## src/ctbs_pkg.sv

```systemverilog
// shared types and constants for the can transmit buffer scheduler
`timescale 1ns / 1ps
package ctbs_pkg;

    localparam int MODE_W   = 2;
    localparam int IDX_W    = 5;
    localparam int IDENT_W  = 11;
    localparam int DLC_W    = 4;
    localparam int CFG_W    = 6;
    localparam int KIND_W   = 2;
    localparam int STATUS_W = 2;
    localparam int SDEL_W   = 2;
    localparam int WCNT_W   = IDX_W + 1;

    localparam int NUM_SLOTS = 1 << IDX_W;
    localparam int ENTRY_W   = IDENT_W + 1 + DLC_W;

    localparam int QUEUE_DEPTH = 2;
    localparam int QUEUE_PTR_W = $clog2(QUEUE_DEPTH);

    localparam logic [CFG_W-1:0] CFG_RESET = CFG_W'(32);

    localparam logic [MODE_W-1:0] MODE_SETUP    = 2'd0;
    localparam logic [MODE_W-1:0] MODE_SEND     = 2'd1;
    localparam logic [MODE_W-1:0] MODE_DONE     = 2'd2;
    localparam logic [MODE_W-1:0] MODE_SYNC_CLR = 2'd3;

    localparam logic [KIND_W-1:0] KIND_SEND_STATUS  = 2'd0;
    localparam logic [KIND_W-1:0] KIND_LAUNCHED     = 2'd1;
    localparam logic [KIND_W-1:0] KIND_SYNC_CLEARED = 2'd2;

    localparam logic [STATUS_W-1:0] ST_OK       = 2'd0;
    localparam logic [STATUS_W-1:0] ST_OVERFLOW = 2'd1;
    localparam logic [STATUS_W-1:0] ST_RANGE    = 2'd2;

    localparam logic [SDEL_W-1:0] SD_NONE    = 2'd0;
    localparam logic [SDEL_W-1:0] SD_ABORTED = 2'd1;
    localparam logic [SDEL_W-1:0] SD_DROPPED = 2'd2;

    typedef struct packed {
        logic [MODE_W-1:0]  mode;
        logic [IDX_W-1:0]   idx;
        logic               in_range;
        logic [IDENT_W-1:0] ident;
        logic               rtr;
        logic [DLC_W-1:0]   dlc;
        logic               sync;
        logic               hw_free;
        logic               tx_in_progress;
    } t_cmd;

    typedef struct packed {
        logic [KIND_W-1:0]   kind;
        logic [STATUS_W-1:0] status;
        logic                tx_now;
        logic [IDX_W-1:0]    index;
        logic [IDENT_W-1:0]  ident;
        logic                rtr;
        logic [DLC_W-1:0]    dlc;
        logic                ovf;
        logic                abort;
        logic [SDEL_W-1:0]   sync_del;
    } t_res;

endpackage

```

## src/ctbs_req_if.sv

```systemverilog
// request channel interface
`timescale 1ns / 1ps
interface ctbs_req_if import ctbs_pkg::*; ();
    logic               valid;
    logic               ready;
    logic [MODE_W-1:0]  mode;
    logic [IDX_W-1:0]   entry_index;
    logic [IDENT_W-1:0] in_ident;
    logic               in_rtr;
    logic [DLC_W-1:0]   in_dlc;
    logic               in_sync;
    logic               hw_free;
    logic               tx_in_progress;

    modport source (
        output valid, mode, entry_index, in_ident, in_rtr, in_dlc, in_sync, hw_free,
               tx_in_progress,
        input  ready
    );
    modport sink (
        input  valid, mode, entry_index, in_ident, in_rtr, in_dlc, in_sync, hw_free,
               tx_in_progress,
        output ready
    );
endinterface

```

## src/ctbs_res_if.sv

```systemverilog
// result channel interface
`timescale 1ns / 1ps
interface ctbs_res_if import ctbs_pkg::*; ();
    logic                valid;
    logic                ready;
    logic [KIND_W-1:0]   result_kind;
    logic [STATUS_W-1:0] status;
    logic                transmit_now;
    logic [IDX_W-1:0]    out_index;
    logic [IDENT_W-1:0]  out_ident;
    logic                out_rtr;
    logic [DLC_W-1:0]    out_dlc;
    logic                overflow_report;
    logic                abort_hardware;
    logic [SDEL_W-1:0]   sync_deleted;

    modport source (
        output valid, result_kind, status, transmit_now, out_index, out_ident, out_rtr,
               out_dlc, overflow_report, abort_hardware, sync_deleted,
        input  ready
    );
    modport sink (
        input  valid, result_kind, status, transmit_now, out_index, out_ident, out_rtr,
               out_dlc, overflow_report, abort_hardware, sync_deleted,
        output ready
    );
endinterface

```

## src/ctbs_ram.sv

```systemverilog
// generic simple dual port ram with registered read
`timescale 1ns / 1ps
module ctbs_ram #(
    parameter int WIDTH = 16,
    parameter int DEPTH = 32
) (
    input  logic                                   i_clk,
    input  logic                                   i_we,
    input  logic [((DEPTH > 1) ? $clog2(DEPTH) : 1)-1:0] i_waddr,
    input  logic [WIDTH-1:0]                       i_wdata,
    input  logic                                   i_re,
    input  logic [((DEPTH > 1) ? $clog2(DEPTH) : 1)-1:0] i_raddr,
    output logic [WIDTH-1:0]                       o_rdata
);
    logic [WIDTH-1:0] r_mem [DEPTH];
    logic [WIDTH-1:0] r_rdata;

    always_ff @(posedge i_clk) begin
        if (i_we) begin
            r_mem[i_waddr] <= i_wdata;
        end
        if (i_re) begin
            r_rdata <= r_mem[i_raddr];
        end
    end

    assign o_rdata = r_rdata;
endmodule

```

## src/ctbs_front.sv

```systemverilog
// front end: accepts requests, range checks and queues commands
`timescale 1ns / 1ps
module ctbs_front import ctbs_pkg::*; (
    input  logic             i_clk,
    input  logic             i_rst_n,
    input  logic [CFG_W-1:0] i_size,
    ctbs_req_if.sink         i_req,
    input  logic             i_full,
    output logic             o_push,
    output t_cmd             o_cmd
);
    logic in_range;

    assign in_range = ({1'b0, i_req.entry_index} < i_size);
    assign i_req.ready = !i_full;

    always_comb begin
        o_cmd.mode           = i_req.mode;
        o_cmd.idx            = i_req.entry_index;
        o_cmd.in_range       = in_range;
        o_cmd.ident          = i_req.in_ident;
        o_cmd.rtr            = i_req.in_rtr;
        o_cmd.dlc            = i_req.in_dlc;
        o_cmd.sync           = i_req.in_sync;
        o_cmd.hw_free        = i_req.hw_free;
        o_cmd.tx_in_progress = i_req.tx_in_progress;
    end

    // out of range set up is dropped here, it has no effect and no result
    assign o_push = i_req.valid && !i_full && !(i_req.mode == MODE_SETUP && !in_range);

    a_no_push_full: assert property (@(posedge i_clk) disable iff (!i_rst_n)
        o_push |-> i_req.ready)
        else $error("push while queue full");
endmodule

```

## src/ctbs_fifo.sv

```systemverilog
// short command queue between front and back
`timescale 1ns / 1ps
module ctbs_fifo import ctbs_pkg::*; (
    input  logic i_clk,
    input  logic i_rst_n,
    input  logic i_push,
    input  t_cmd i_cmd,
    input  logic i_pop,
    output t_cmd o_head,
    output logic o_full,
    output logic o_empty
);
    t_cmd                   r_mem [QUEUE_DEPTH];
    logic [QUEUE_PTR_W-1:0] r_wr_ptr, n_wr_ptr;
    logic [QUEUE_PTR_W-1:0] r_rd_ptr, n_rd_ptr;
    logic [QUEUE_PTR_W:0]   r_cnt, n_cnt;
    logic                   do_push, do_pop;

    assign o_full  = (r_cnt == (QUEUE_PTR_W + 1)'(QUEUE_DEPTH));
    assign o_empty = (r_cnt == '0);
    assign o_head  = r_mem[r_rd_ptr];
    assign do_push = i_push && !o_full;
    assign do_pop  = i_pop && !o_empty;

    always_comb begin
        n_wr_ptr = r_wr_ptr;
        n_rd_ptr = r_rd_ptr;
        n_cnt    = r_cnt;
        if (do_push) begin
            n_wr_ptr = r_wr_ptr + QUEUE_PTR_W'(1);
        end
        if (do_pop) begin
            n_rd_ptr = r_rd_ptr + QUEUE_PTR_W'(1);
        end
        if (do_push && !do_pop) begin
            n_cnt = r_cnt + (QUEUE_PTR_W + 1)'(1);
        end else if (do_pop && !do_push) begin
            n_cnt = r_cnt - (QUEUE_PTR_W + 1)'(1);
        end
    end

    always_ff @(posedge i_clk) begin
        if (!i_rst_n) begin
            r_wr_ptr <= '0;
            r_rd_ptr <= '0;
            r_cnt    <= '0;
        end else begin
            r_wr_ptr <= n_wr_ptr;
            r_rd_ptr <= n_rd_ptr;
            r_cnt    <= n_cnt;
        end
    end

    always_ff @(posedge i_clk) begin
        if (do_push) begin
            r_mem[r_wr_ptr] <= i_cmd;
        end
    end
endmodule

```

## src/ctbs_back.sv

```systemverilog
// back end: executes commands against the transmit table and drives results
`timescale 1ns / 1ps
module ctbs_back import ctbs_pkg::*; #(
    parameter int DEPTH = 32
) (
    input  logic             i_clk,
    input  logic             i_rst_n,
    input  logic [CFG_W-1:0] i_size,
    input  logic             i_empty,
    input  t_cmd             i_head,
    output logic             o_pop,
    ctbs_res_if.source       o_res
);
    localparam int AW = (DEPTH > 1) ? $clog2(DEPTH) : 1;
    localparam int NG = (DEPTH + 7) / 8;
    localparam int GW = 4;

    localparam logic [1:0] S_IDLE = 2'd0;
    localparam logic [1:0] S_EXEC = 2'd1;
    localparam logic [1:0] S_RESP = 2'd2;

    logic [1:0]        r_state, n_state;
    t_cmd              r_cmd, n_cmd;
    logic [DEPTH-1:0]  r_sel, n_sel;
    logic              r_hit, n_hit;
    logic [AW-1:0]     r_hit_idx, n_hit_idx;
    logic [GW-1:0]     r_grp [NG];
    logic [GW-1:0]     n_grp [NG];
    logic [DEPTH-1:0]  r_wait, n_wait;
    logic [DEPTH-1:0]  r_sync, n_sync;
    logic [WCNT_W-1:0] r_wait_cnt, n_wait_cnt;
    logic              r_inhibit, n_inhibit;
    logic              r_first, n_first;
    t_res              r_res, n_res;
    t_res              r_out, n_out;
    logic              r_out_valid, n_out_valid;

    logic [DEPTH-1:0]  rng;
    logic [DEPTH-1:0]  sync_term;
    logic [DEPTH-1:0]  sel;
    logic [DEPTH-1:0]  low;
    logic [AW-1:0]     hit_idx;
    logic [NG*8-1:0]   sel_pad;
    logic [GW-1:0]     grp [NG];
    logic [WCNT_W-1:0] pc;
    logic [AW-1:0]     cidx;
    logic              ram_we, ram_re;
    logic [AW-1:0]     ram_raddr;
    logic [ENTRY_W-1:0] ram_wdata, ram_rdata;

    ctbs_ram #(.WIDTH(ENTRY_W), .DEPTH(DEPTH)) u_ram (
        .i_clk   (i_clk),
        .i_we    (ram_we),
        .i_waddr (cidx),
        .i_wdata (ram_wdata),
        .i_re    (ram_re),
        .i_raddr (ram_raddr),
        .o_rdata (ram_rdata)
    );

    assign cidx      = r_cmd.idx[AW-1:0];
    assign ram_wdata = {r_cmd.ident, r_cmd.rtr, r_cmd.dlc};

    // scan of the waiting flags for the head command
    always_comb begin
        for (int i = 0; i < DEPTH; i++) begin
            rng[i] = (CFG_W'(i) < i_size);
        end
        sync_term = (i_head.mode == MODE_SYNC_CLR) ? r_sync : {DEPTH{1'b1}};
        sel       = r_wait & rng & sync_term;
        low       = sel & (~sel + DEPTH'(1));
        hit_idx   = '0;
        for (int i = 0; i < DEPTH; i++) begin
            if (low[i]) begin
                hit_idx = hit_idx | AW'(i);
            end
        end
        sel_pad = (NG * 8)'(sel);
        for (int g = 0; g < NG; g++) begin
            grp[g] = '0;
            for (int b = 0; b < 8; b++) begin
                grp[g] = grp[g] + GW'(sel_pad[g * 8 + b]);
            end
        end
    end

    always_comb begin
        pc = '0;
        for (int g = 0; g < NG; g++) begin
            pc = pc + WCNT_W'(r_grp[g]);
        end
    end

    always_comb begin
        n_state     = r_state;
        n_cmd       = r_cmd;
        n_sel       = r_sel;
        n_hit       = r_hit;
        n_hit_idx   = r_hit_idx;
        n_grp       = r_grp;
        n_wait      = r_wait;
        n_sync      = r_sync;
        n_wait_cnt  = r_wait_cnt;
        n_inhibit   = r_inhibit;
        n_first     = r_first;
        n_res       = r_res;
        n_out       = r_out;
        n_out_valid = r_out_valid;
        o_pop       = 1'b0;
        ram_we      = 1'b0;
        ram_re      = 1'b0;
        ram_raddr   = cidx;

        if (o_res.ready) begin
            n_out_valid = 1'b0;
        end

        case (r_state)
            S_IDLE: begin
                if (!i_empty) begin
                    o_pop     = 1'b1;
                    n_cmd     = i_head;
                    n_sel     = sel;
                    n_hit     = |sel;
                    n_hit_idx = hit_idx;
                    n_grp     = grp;
                    n_state   = S_EXEC;
                end
            end
            S_EXEC: begin
                n_res   = '0;
                n_state = S_IDLE;
                case (r_cmd.mode)
                    MODE_SETUP: begin
                        if (r_cmd.in_range) begin
                            ram_we       = 1'b1;
                            n_sync[cidx] = r_cmd.sync;
                            if (r_wait[cidx] && r_wait_cnt != '0) begin
                                n_wait_cnt = r_wait_cnt - WCNT_W'(1);
                            end
                            n_wait[cidx] = 1'b0;
                        end
                    end
                    MODE_SEND: begin
                        n_state    = S_RESP;
                        n_res.kind = KIND_SEND_STATUS;
                        if (!r_cmd.in_range) begin
                            n_res.status = ST_RANGE;
                        end else begin
                            if (r_wait[cidx]) begin
                                n_res.status = ST_OVERFLOW;
                                n_res.ovf    = !r_first;
                            end
                            if (r_cmd.hw_free && r_wait_cnt == '0) begin
                                n_inhibit    = r_sync[cidx];
                                n_res.tx_now = 1'b1;
                                n_res.index  = r_cmd.idx;
                                ram_re       = 1'b1;
                            end else if (!r_wait[cidx]) begin
                                n_wait[cidx] = 1'b1;
                                n_wait_cnt   = r_wait_cnt + WCNT_W'(1);
                            end
                        end
                    end
                    MODE_DONE: begin
                        n_first   = 1'b0;
                        n_inhibit = 1'b0;
                        if (r_wait_cnt != '0) begin
                            if (r_hit) begin
                                n_wait[r_hit_idx] = 1'b0;
                                n_wait_cnt        = r_wait_cnt - WCNT_W'(1);
                                n_inhibit         = r_sync[r_hit_idx];
                                n_res.kind        = KIND_LAUNCHED;
                                n_res.tx_now      = 1'b1;
                                n_res.index       = IDX_W'(r_hit_idx);
                                ram_re            = 1'b1;
                                ram_raddr         = r_hit_idx;
                                n_state           = S_RESP;
                            end else begin
                                // waiting flags only beyond the active size
                                n_wait_cnt = '0;
                            end
                        end
                    end
                    default: begin
                        n_state    = S_RESP;
                        n_res.kind = KIND_SYNC_CLEARED;
                        if (r_cmd.tx_in_progress && r_inhibit) begin
                            n_res.abort    = 1'b1;
                            n_res.sync_del = SD_ABORTED;
                            n_inhibit      = 1'b0;
                        end
                        if (r_wait_cnt != '0) begin
                            n_wait = r_wait & ~r_sel;
                            if (r_hit) begin
                                n_res.sync_del = SD_DROPPED;
                            end
                            n_wait_cnt = (r_wait_cnt >= pc) ? r_wait_cnt - pc : '0;
                        end
                    end
                endcase
            end
            S_RESP: begin
                if (!r_out_valid || o_res.ready) begin
                    n_out = r_res;
                    if (r_res.tx_now) begin
                        n_out.ident = ram_rdata[ENTRY_W-1 -: IDENT_W];
                        n_out.rtr   = ram_rdata[DLC_W];
                        n_out.dlc   = ram_rdata[DLC_W-1:0];
                    end
                    n_out_valid = 1'b1;
                    n_state     = S_IDLE;
                end
            end
            default: begin
                n_state = S_IDLE;
            end
        endcase
    end

    always_ff @(posedge i_clk) begin
        if (!i_rst_n) begin
            r_state     <= S_IDLE;
            r_wait      <= '0;
            r_wait_cnt  <= '0;
            r_inhibit   <= 1'b0;
            r_first     <= 1'b1;
            r_out_valid <= 1'b0;
        end else begin
            r_state     <= n_state;
            r_wait      <= n_wait;
            r_wait_cnt  <= n_wait_cnt;
            r_inhibit   <= n_inhibit;
            r_first     <= n_first;
            r_out_valid <= n_out_valid;
        end
    end

    always_ff @(posedge i_clk) begin
        r_cmd     <= n_cmd;
        r_sel     <= n_sel;
        r_hit     <= n_hit;
        r_hit_idx <= n_hit_idx;
        r_grp     <= n_grp;
        r_sync    <= n_sync;
        r_res     <= n_res;
        r_out     <= n_out;
    end

    assign o_res.valid           = r_out_valid;
    assign o_res.result_kind     = r_out.kind;
    assign o_res.status          = r_out.status;
    assign o_res.transmit_now    = r_out.tx_now;
    assign o_res.out_index       = r_out.index;
    assign o_res.out_ident       = r_out.ident;
    assign o_res.out_rtr         = r_out.rtr;
    assign o_res.out_dlc         = r_out.dlc;
    assign o_res.overflow_report = r_out.ovf;
    assign o_res.abort_hardware  = r_out.abort;
    assign o_res.sync_deleted    = r_out.sync_del;

    a_cnt_bound: assert property (@(posedge i_clk) disable iff (!i_rst_n)
        r_wait_cnt <= WCNT_W'(DEPTH))
        else $error("waiting count above table depth");

    a_launch_kind: assert property (@(posedge i_clk) disable iff (!i_rst_n)
        o_res.valid && o_res.transmit_now |->
            o_res.result_kind != KIND_SYNC_CLEARED && o_res.status != ST_RANGE)
        else $error("launch on a result that cannot carry one");

    a_ovf_status: assert property (@(posedge i_clk) disable iff (!i_rst_n)
        o_res.valid && o_res.overflow_report |-> o_res.status == ST_OVERFLOW)
        else $error("overflow report without overflow status");

    a_done_clears: assert property (@(posedge i_clk) disable iff (!i_rst_n)
        r_state == S_EXEC && r_cmd.mode == MODE_DONE && r_wait_cnt != '0 && r_hit
            |=> !r_wait[$past(r_hit_idx)])
        else $error("launched entry still waiting");
endmodule

```

## src/can_transmit_buffer_scheduler.sv

```systemverilog
// top level of the can transmit buffer scheduler
// a request with a result passes the command queue and the back states idle, exec
// and resp before o_res; resp holds until o_res is free. one without a result ends
// after exec; a 2 deep command queue lets requests arrive while results wait
// reset: waiting flags, waiting count and inhibit cleared, first message flag set,
// entries_in_use set to 32; table contents stay undefined, there is no clearing pass
`timescale 1ns / 1ps
module can_transmit_buffer_scheduler import ctbs_pkg::*; #(
    parameter int MAX_ENTRIES = 32
) (
    input  logic             i_clk,
    input  logic             i_rst_n,
    input  logic             i_cfg_we,
    input  logic [CFG_W-1:0] i_cfg_wdata,
    ctbs_req_if.sink         i_req,
    ctbs_res_if.source       o_res
);
    localparam int DEPTH = (MAX_ENTRIES < NUM_SLOTS) ? MAX_ENTRIES : NUM_SLOTS;

    logic [CFG_W-1:0] r_entries_in_use;
    logic [CFG_W-1:0] size;
    logic             push, pop, full, empty;
    t_cmd             cmd, head;

    always_ff @(posedge i_clk) begin
        if (!i_rst_n) begin
            r_entries_in_use <= CFG_RESET;
        end else if (i_cfg_we) begin
            r_entries_in_use <= i_cfg_wdata;
        end
    end

    assign size = (r_entries_in_use > CFG_W'(DEPTH)) ? CFG_W'(DEPTH) : r_entries_in_use;

    ctbs_front u_front (
        .i_clk   (i_clk),
        .i_rst_n (i_rst_n),
        .i_size  (size),
        .i_req   (i_req),
        .i_full  (full),
        .o_push  (push),
        .o_cmd   (cmd)
    );

    ctbs_fifo u_fifo (
        .i_clk   (i_clk),
        .i_rst_n (i_rst_n),
        .i_push  (push),
        .i_cmd   (cmd),
        .i_pop   (pop),
        .o_head  (head),
        .o_full  (full),
        .o_empty (empty)
    );

    ctbs_back #(.DEPTH(DEPTH)) u_back (
        .i_clk   (i_clk),
        .i_rst_n (i_rst_n),
        .i_size  (size),
        .i_empty (empty),
        .i_head  (head),
        .o_pop   (pop),
        .o_res   (o_res)
    );
endmodule
```

## src/flat_wrapper.sv

```systemverilog
// flat-port wrapper written by rule: the top's interface ports become plain ports
module can_transmit_buffer_scheduler_flat import ctbs_pkg::*;
#(
    parameter int MAX_ENTRIES = 32
)
  (i_clk, i_rst_n, i_cfg_we, i_cfg_wdata, i_req_valid, i_req_mode, i_req_entry_index, i_req_in_ident, i_req_in_rtr, i_req_in_dlc, i_req_in_sync, i_req_hw_free, i_req_tx_in_progress, i_req_ready, o_res_valid, o_res_result_kind, o_res_status, o_res_transmit_now, o_res_out_index, o_res_out_ident, o_res_out_rtr, o_res_out_dlc, o_res_overflow_report, o_res_abort_hardware, o_res_sync_deleted, o_res_ready);
  ctbs_req_if i_req_i ();
  ctbs_res_if o_res_i ();
  input  logic i_clk;
  input  logic i_rst_n;
  input  logic i_cfg_we;
  input  logic [CFG_W-1:0] i_cfg_wdata;
  input wire logic [$bits(i_req_i.valid)-1:0] i_req_valid;
  input wire logic [$bits(i_req_i.mode)-1:0] i_req_mode;
  input wire logic [$bits(i_req_i.entry_index)-1:0] i_req_entry_index;
  input wire logic [$bits(i_req_i.in_ident)-1:0] i_req_in_ident;
  input wire logic [$bits(i_req_i.in_rtr)-1:0] i_req_in_rtr;
  input wire logic [$bits(i_req_i.in_dlc)-1:0] i_req_in_dlc;
  input wire logic [$bits(i_req_i.in_sync)-1:0] i_req_in_sync;
  input wire logic [$bits(i_req_i.hw_free)-1:0] i_req_hw_free;
  input wire logic [$bits(i_req_i.tx_in_progress)-1:0] i_req_tx_in_progress;
  output wire logic [$bits(i_req_i.ready)-1:0] i_req_ready;
  output wire logic [$bits(o_res_i.valid)-1:0] o_res_valid;
  output wire logic [$bits(o_res_i.result_kind)-1:0] o_res_result_kind;
  output wire logic [$bits(o_res_i.status)-1:0] o_res_status;
  output wire logic [$bits(o_res_i.transmit_now)-1:0] o_res_transmit_now;
  output wire logic [$bits(o_res_i.out_index)-1:0] o_res_out_index;
  output wire logic [$bits(o_res_i.out_ident)-1:0] o_res_out_ident;
  output wire logic [$bits(o_res_i.out_rtr)-1:0] o_res_out_rtr;
  output wire logic [$bits(o_res_i.out_dlc)-1:0] o_res_out_dlc;
  output wire logic [$bits(o_res_i.overflow_report)-1:0] o_res_overflow_report;
  output wire logic [$bits(o_res_i.abort_hardware)-1:0] o_res_abort_hardware;
  output wire logic [$bits(o_res_i.sync_deleted)-1:0] o_res_sync_deleted;
  input wire logic [$bits(o_res_i.ready)-1:0] o_res_ready;
  assign i_req_i.valid = i_req_valid;
  assign i_req_i.mode = i_req_mode;
  assign i_req_i.entry_index = i_req_entry_index;
  assign i_req_i.in_ident = i_req_in_ident;
  assign i_req_i.in_rtr = i_req_in_rtr;
  assign i_req_i.in_dlc = i_req_in_dlc;
  assign i_req_i.in_sync = i_req_in_sync;
  assign i_req_i.hw_free = i_req_hw_free;
  assign i_req_i.tx_in_progress = i_req_tx_in_progress;
  assign i_req_ready = i_req_i.ready;
  assign o_res_valid = o_res_i.valid;
  assign o_res_result_kind = o_res_i.result_kind;
  assign o_res_status = o_res_i.status;
  assign o_res_transmit_now = o_res_i.transmit_now;
  assign o_res_out_index = o_res_i.out_index;
  assign o_res_out_ident = o_res_i.out_ident;
  assign o_res_out_rtr = o_res_i.out_rtr;
  assign o_res_out_dlc = o_res_i.out_dlc;
  assign o_res_overflow_report = o_res_i.overflow_report;
  assign o_res_abort_hardware = o_res_i.abort_hardware;
  assign o_res_sync_deleted = o_res_i.sync_deleted;
  assign o_res_i.ready = o_res_ready;
  can_transmit_buffer_scheduler #(.MAX_ENTRIES(MAX_ENTRIES)) u_core (.i_clk(i_clk), .i_rst_n(i_rst_n), .i_cfg_we(i_cfg_we), .i_cfg_wdata(i_cfg_wdata), .i_req(i_req_i), .o_res(o_res_i));
endmodule
```

## config.mk

```make
export PLATFORM = sky130hd
export DESIGN_NAME = can_transmit_buffer_scheduler_flat
export DESIGN_NICKNAME = d
export VERILOG_FILES = /design/src/ctbs_pkg.sv /design/src/ctbs_req_if.sv /design/src/ctbs_res_if.sv /design/src/ctbs_ram.sv /design/src/ctbs_front.sv /design/src/ctbs_fifo.sv /design/src/ctbs_back.sv /design/src/can_transmit_buffer_scheduler.sv /design/src/flat_wrapper.sv
export SDC_FILE = /design/constraint.sdc
export NUM_CORES = 1
export LEC_CHECK = 0
export ABC_AREA = 1
export BUFFER_PORTS_ARGS = -buffer_cell sky130_fd_sc_hd__buf_2
export CORE_MARGIN = 2
export CORE_UTILIZATION = 50
export CTS_CLUSTER_SIZE = 40
export DETAILED_ROUTE_END_ITERATION = 10
export PLACE_DENSITY = 0.66
export SLEW_MARGIN = 20
export SYNTH_ARGS = -nofsm -noshare
export SYNTH_HDL_FRONTEND = slang
export SYNTH_SLANG_ARGS = --single-unit
```

## constraint.sdc

```tcl
create_clock -name i_clk -period 6.85 [get_ports i_clk]
set_clock_uncertainty 0.1 [all_clocks]
set_input_delay 0.3425 -clock i_clk [delete_from_list [all_inputs] [get_ports i_clk]]
set_output_delay 0.3425 -clock i_clk [all_outputs]
set_load 0.005 [all_outputs]
```

# [Word level (Yosys, flattened, before mapping)]
# Memories as Yosys holds them, arrays and structs flattened. A register that Yosys moved wholly into a read port is not among the register bits.
# Cells that the tools add are included.
[word_totals] register_bits=210 ramBits=566 input_bits=37 output_inout_bits=32 elab_cells=461 n_memories=2
[memory_table] name="u_core.u_back.u_ram.r_mem" depth=32 width=16 rd=1 rd_clocked_by_memory_dff=1 wr=1 line_no="ctbs_ram.sv:15" source="logic [WIDTH-1:0] r_mem [DEPTH];"
[memory_table] name="u_core.u_fifo.r_mem" depth=2 width=27 rd=1 rd_clocked_by_memory_dff=1 wr=1 line_no="ctbs_fifo.sv:13" source="t_cmd r_mem [QUEUE_DEPTH];"
[op_classes] addsub=39 n_lt_le_gt_ge=39 n_eq_ne=23 mux=264 n_bitwise=11 n_reduce_logical=39
[op_table] cell="two-way mux 32 bit" count=34
[op_table] cell="two-way mux 6 bit" count=49
[op_table] cell="AND 32 bit" count=6
[op_table] cell="two-way mux 5 bit" count=28
[op_table] cell="inverter 32 bit" count=4
[op_table] cell="less-than comparator 5 x 6 -> 1 bit (first input constant)" count=16
[op_table] cell="case mux 32 bit (3 select lines)" count=1
[op_table] cell="two-way mux 16 bit" count=5
[op_table] cell="two-way mux 2 bit" count=39
[op_table] cell="two-way mux 1 bit" count=74
[op_table] cell="adder 4 x 1 -> 4 bit" count=16
[op_table] cell="two-way mux 30 bit" count=2
[op_table] cell="two-way mux 27 bit" count=2
[op_table] cell="less-than comparator 4 x 6 -> 1 bit (first input constant)" count=8
[op_table] cell="adder 32 x 1 -> 32 bit (second input constant)" count=1
[op_table] cell="bitwise mux 32 bit" count=1
[op_table] cell="two-way mux 4 bit" count=8
[op_table] cell="OR 32 bit" count=1
[op_table] cell="OR reduction 32 bit" count=1
[op_table] cell="two-way mux 3 bit" count=9
[op_table] cell="less-than comparator 3 x 6 -> 1 bit (first input constant)" count=4
[op_table] cell="inequality test 3 bit (second input constant)" count=8
[op_table] cell="case mux 6 bit (3 select lines)" count=1
[op_table] cell="adder 3 x 1 -> 4 bit" count=4
[op_table] cell="other kinds (43)" count=93

# [Logic depth before layout (Yosys ltp)]
[logic_depth] ltp_word=41 depth_mapped=21

# [Modules after synthesis]
# A second synthesis with hierarchy kept.
[hier_totals] hier_cells=3570 hier_area_um2=37028.0
[by_module_without_submodules] module="ctbs_ram" instances=1 cells_per_inst=1794 area_each_um2=21461.8 seq_area_each_um2=15855.2
[by_module_without_submodules] module="ctbs_back" instances=1 cells_per_inst=1549 area_each_um2=12617.1 seq_area_each_um2=5575.3
[by_module_without_submodules] module="ctbs_fifo" instances=1 cells_per_inst=122 area_each_um2=2297.2 seq_area_each_um2=1721.7
[by_module_without_submodules] module="ctbs_front" instances=1 cells_per_inst=58 area_each_um2=369.1 seq_area_each_um2=0.0
[by_module_without_submodules] module="can_transmit_buffer_scheduler" instances=1 cells_per_inst=47 area_each_um2=282.8 seq_area_each_um2=120.1

# [Worst setup path before layout]
# Ideal clock, no wire load.
[synth_timing] kind="register to register" startpoint="reg with a tool-made name" endpoint="reg u_core.u_back.r_grp[6] in the netlist's numbering, data pin" setup_time_ps=258 t_arrival_ps=3457 slack_ps=3035 stages_incl_launch_ff=21 synth_period_minus_slack_ps=3815 cell_sequence="dfxtp_1 buf_6 inv_4 nand2_1 nand2_2 buf_6 buf_6 nand3b_1 nand2_1 inv_1 nand2_1 inv_1 fa_1 inv_1 fa_1 fa_1 inv_1 ha_1 inv_1 fa_1 xnor2_1"
[synth_lines] item="end signal: assignment" line_no="ctbs_back.sv:244" source="r_grp <= n_grp;"
[synth_lines] item="end: declaration" line_no="ctbs_back.sv:27" source="logic [GW-1:0] r_grp [NG];"

==> flow_summary.yaml <==
run_status:
  outcome: "finished clean"
clocking:
  tritoncts: "built"
  insertion_delay_ns: 0.64
  clock_path_buffers: 3
  clk_pin_slew_ns: 0.06
  cts_buffers: 83
  cts.htree.levels: 3
  cts_setup_buffers: 0
  cts_num_sinks: 793
  cts-root-buf: "clkbuf_16"
drt:
  drt-total-wl_um: 98900
  num_vias: 25900
  final_antenna_net_count: 0
  initialDrtViolationCount: 2815
  drc: 0
  wl_per_cell_um: 21.3
  first_pass_iters: 8
  drt-vias-per-instance: 5.58
final_layout:
  area_delta_synth_final_pct: 11.8
  drive_gt1_share_pct: 9.22
  post-route-util_pct: 56.4
  fill_cells: 6213
  final_nets: 3723
  insertedDiodeCount: 0
worst_setup_path:
  cp_cell_sequence: "buf_4, nand2_1, nand2_2, nand2_2, inv_2, nand2_1, nand3_1, inv_1, fa_1, inv_1, fa_1, fa_1, inv_1, ha_1, inv_1, fa_1, xnor2_1"
  crit_path_end_kind: "flip-flop"
  r2r_cells: 17
  timing.rr.end: "u_core.u_back.r_grp[6]"
  arrival_ns: 5.07
  critical-path-max-stage-delay_ns: 0.64
  crit_end: "u_core.u_back.r_grp[6]"
  crit_slowest_cell: "dfxtp_1"
  crit_type: "flip-flop to flip-flop"
  cp-start-kind: "flip-flop"
  worst-path-max-fanout: 20
  reg2reg_slack_ns: 2.06
  crit_required_ns: 7.13
job:
  max_cap_viol_count: 0
yosys:
  ys_async_sr_fraction_pct: 0
  synth_cell_types: 51
  synth_edf_count: 739
  ys_warn_count: 0
  synth-seq-cells: 793
  syn_area_mm2: 0.0367
  syn_nets: 3629
  ys_seq_area_share_pct: 63.4
  ys.flop_type: "edfxtp_1"
  synth_area_per_cell_um2: 10.4
  synth_cells: 3527
floorplanning:
  dieArea_mm2: 0.0756
  initial_utilization_pct: 50.4
  die_x_um: 275
  die_height_um: 275
  coreArea_mm2: 0.0728
  row_count: 99
  ios: 69
global_routing:
  grt_pass1_vias: 24200
  grt_pass1_wl_um: 149000
  gr-total-overflow: 0
  antenna_found_initial: 0
  grt_max_degree: 177
  grt_util_all_layers_pct: 26.5
placed_design:
  place.gp.congestion: 0.973
  hpwl_um: 63000
  dp_slack_ns: 2.08
  portBuffers: 68
pwr:
  peakVddDrop_mv: 0.263
  p_per_area_mw_per_mm2: 417
  p_leak_uw: 0.0162
timing:
  fin_crit_ns: 4.79
  slew_violations: 0
  setup_slack_ns: 2.06
  whs_ns: 0.0236
  report.final.hold_viol_count: 0
  period_share_pct: 69.9
  finalSetupViolations: 0
  maxSlewHeadroom_pct: 27.1
  tightest_slew_ns: 1.09
  setup_tns_ns: 0
  fmaxAchievable_ghz: 0.209
  grt_setup_unrepaired: "false"
hold_path:
  hold_path_class: "input port to flip-flop"
-- worst min-delay path by stage --
stage,startpoint,end,slack (ns),cells past startpoint
2_1_floorplan,u_core.u_back.r_res[2],u_core.u_back.o_res.abort_hardware,0.30,0
3_3_place_gp,u_core.u_back.r_res[28],u_core.u_back.o_res.result_kind[0],0.31,0
3_5_place_dp,u_core.u_back.r_res[23],u_core.u_back.o_res.out_index[3],0.31,0
4_1_cts,i_req_valid,u_core.u_fifo.r_wr_ptr,0.01,4
5_1_grt,i_req_valid,u_core.u_fifo.r_wr_ptr,0.07,4
6_report,i_req_valid,u_core.u_fifo.r_wr_ptr,0.02,4
-- cells in the final DEF (no fill, tap or decap), types with 40 or more instances in the layout --
cell type  instances
nand3_1          351
clkbuf_16         84
a21oi_1          130
ha_1              40
o21ai_0          204
buf_2             68
buf_4             68
dfxtp_1           54
edfxtp_1         739
nand2_1          758
inv_1            473
nor2_1           192
o211ai_1         178
-- area by class of cell --
type                            instances  area (um2)  area share, %
Clock buffer                          100        2170           5.29
Clock inverter                         50         373          0.908
Inverter                              490        1840           4.49
Multi-Input combinational cell       2069       10800           26.3
Sequential cell                       793       23300           56.7
Tap cell                              959        1200           2.92
Timing Repair Buffer                  184        1400           3.41
-- Yosys cell counts (4+ instances only) --
library cell / number / area, um2
nand2_1: 759 / 2850
edfxtp_1: 739 / 22200
inv_1: 475 / 1780
nand3_1: 351 / 1760
o21ai_0: 204 / 1020
nor2_1: 195 / 732
o211ai_1: 178 / 1340
a21oi_1: 130 / 651
buf_2: 74 / 370
clkbuf_1: 69 / 259
dfxtp_1: 54 / 1080
ha_1: 40 / 500
fa_1: 25 / 500
o21ai_1: 23 / 115
nor3_1: 18 / 90.1
o22ai_1: 17 / 106
o221ai_1: 16 / 140
nand3_2: 14 / 140
inv_2: 13 / 48.8
buf_1: 11 / 41.3
nor2_2: 11 / 68.8
buf_6: 10 / 113
nand3b_1: 10 / 75.1
nand4_1: 10 / 62.6
buf_4: 9 / 67.6
nand2_2: 9 / 56.3
a22oi_1: 7 / 52.6
xor2_1: 7 / 61.3
o21ai_2: 6 / 52.6
xnor2_1: 6 / 52.6
a211oi_1: 4 / 30.0
nor2_4: 4 / 45.0
nor3_2: 4 / 40.0
o31ai_1: 4 / 30.0
-- worst max-delay path, delay by kind of cell (launching register included) --
| family | cells | cell delay [ns] |
|---|---|---|
| buffers and inverters | 6 | 0.77 |
| adders and majority gates | 5 | 2.06 |
| and+or+nand+nor | 5 | 0.82 |
| xor gates and xnor gates | 1 | 0.13 |
| DFF | 1 | 0.64 |
-- where the power goes --
group,internal [uW],switching (uW),total (uW)
Sequential,6300,382,6690
Clock,2390,1880,4270
Combinational,1720,4450,6180
Total,10400,6720,17100
-- metrics by stage --
stage | total power, uW | instances | instance area (um2)
floorplan | 10800 | 3527 | 36700
global placement | 12700 | 4451 | 38000
detailed placement | 12800 | 4451 | 38000
CTS | 17100 | 4639 | 41000
global route | 18000 | 4645 | 41000
finish | 17100 | 4645 | 41000
-- what timing repair did --
action | CTS | global route
hold endpoints to repair | 60 | 0
gates resized for setup | 0 | 0
hold buffers | 38 | 0
-- flip-flops by register name, indices dropped and copies added (netlist names), 5 cells and up, named ones only --
register and flops:
u_core.r_entries_in_use 6, u_core.u_back.cidx 5, u_core.u_back.o_res.out_ident 11, u_core.u_back.o_res.out_index 5, u_core.u_back.r_cmd 22, u_core.u_back.r_grp 16, u_core.u_back.r_hit_idx 5, u_core.u_back.r_res 14
u_core.u_back.r_sel 32, u_core.u_back.r_sync 32, u_core.u_back.r_wait 32, u_core.u_back.r_wait_cnt 6, u_core.u_back.u_ram.o_rdata 16, u_core.u_back.u_ram.r_mem 512, u_core.u_fifo.r_mem 54
-- cells by family after synthesis --
kind of cell / count (synthesis) / share of synthesized area (%)
AO/OA/AOI/OAI: 598 / 9.82
XOR/XNOR: 13 / 0.310
adder cells (fa/ha/maj): 65 / 2.73
buffers and inverters: 665 / 7.43
flip-flops: 793 / 63.4
AND/OR/NAND/NOR: 1393 / 16.3
-- routing by layer --
layer  global-route usage (%)  routed length [um]  part of all wire (%)  up-vias
met5                        0                   0                     0        -
met1                     36.7               41600                    42    12300
met3                     4.43                8120                   8.2      188
li1                         -                   -                     -    12300
met4                     10.5                3780                   3.8        0
met2                     41.8               45400                    46     1102
Note: power is estimated with default switching activity, not from simulation.
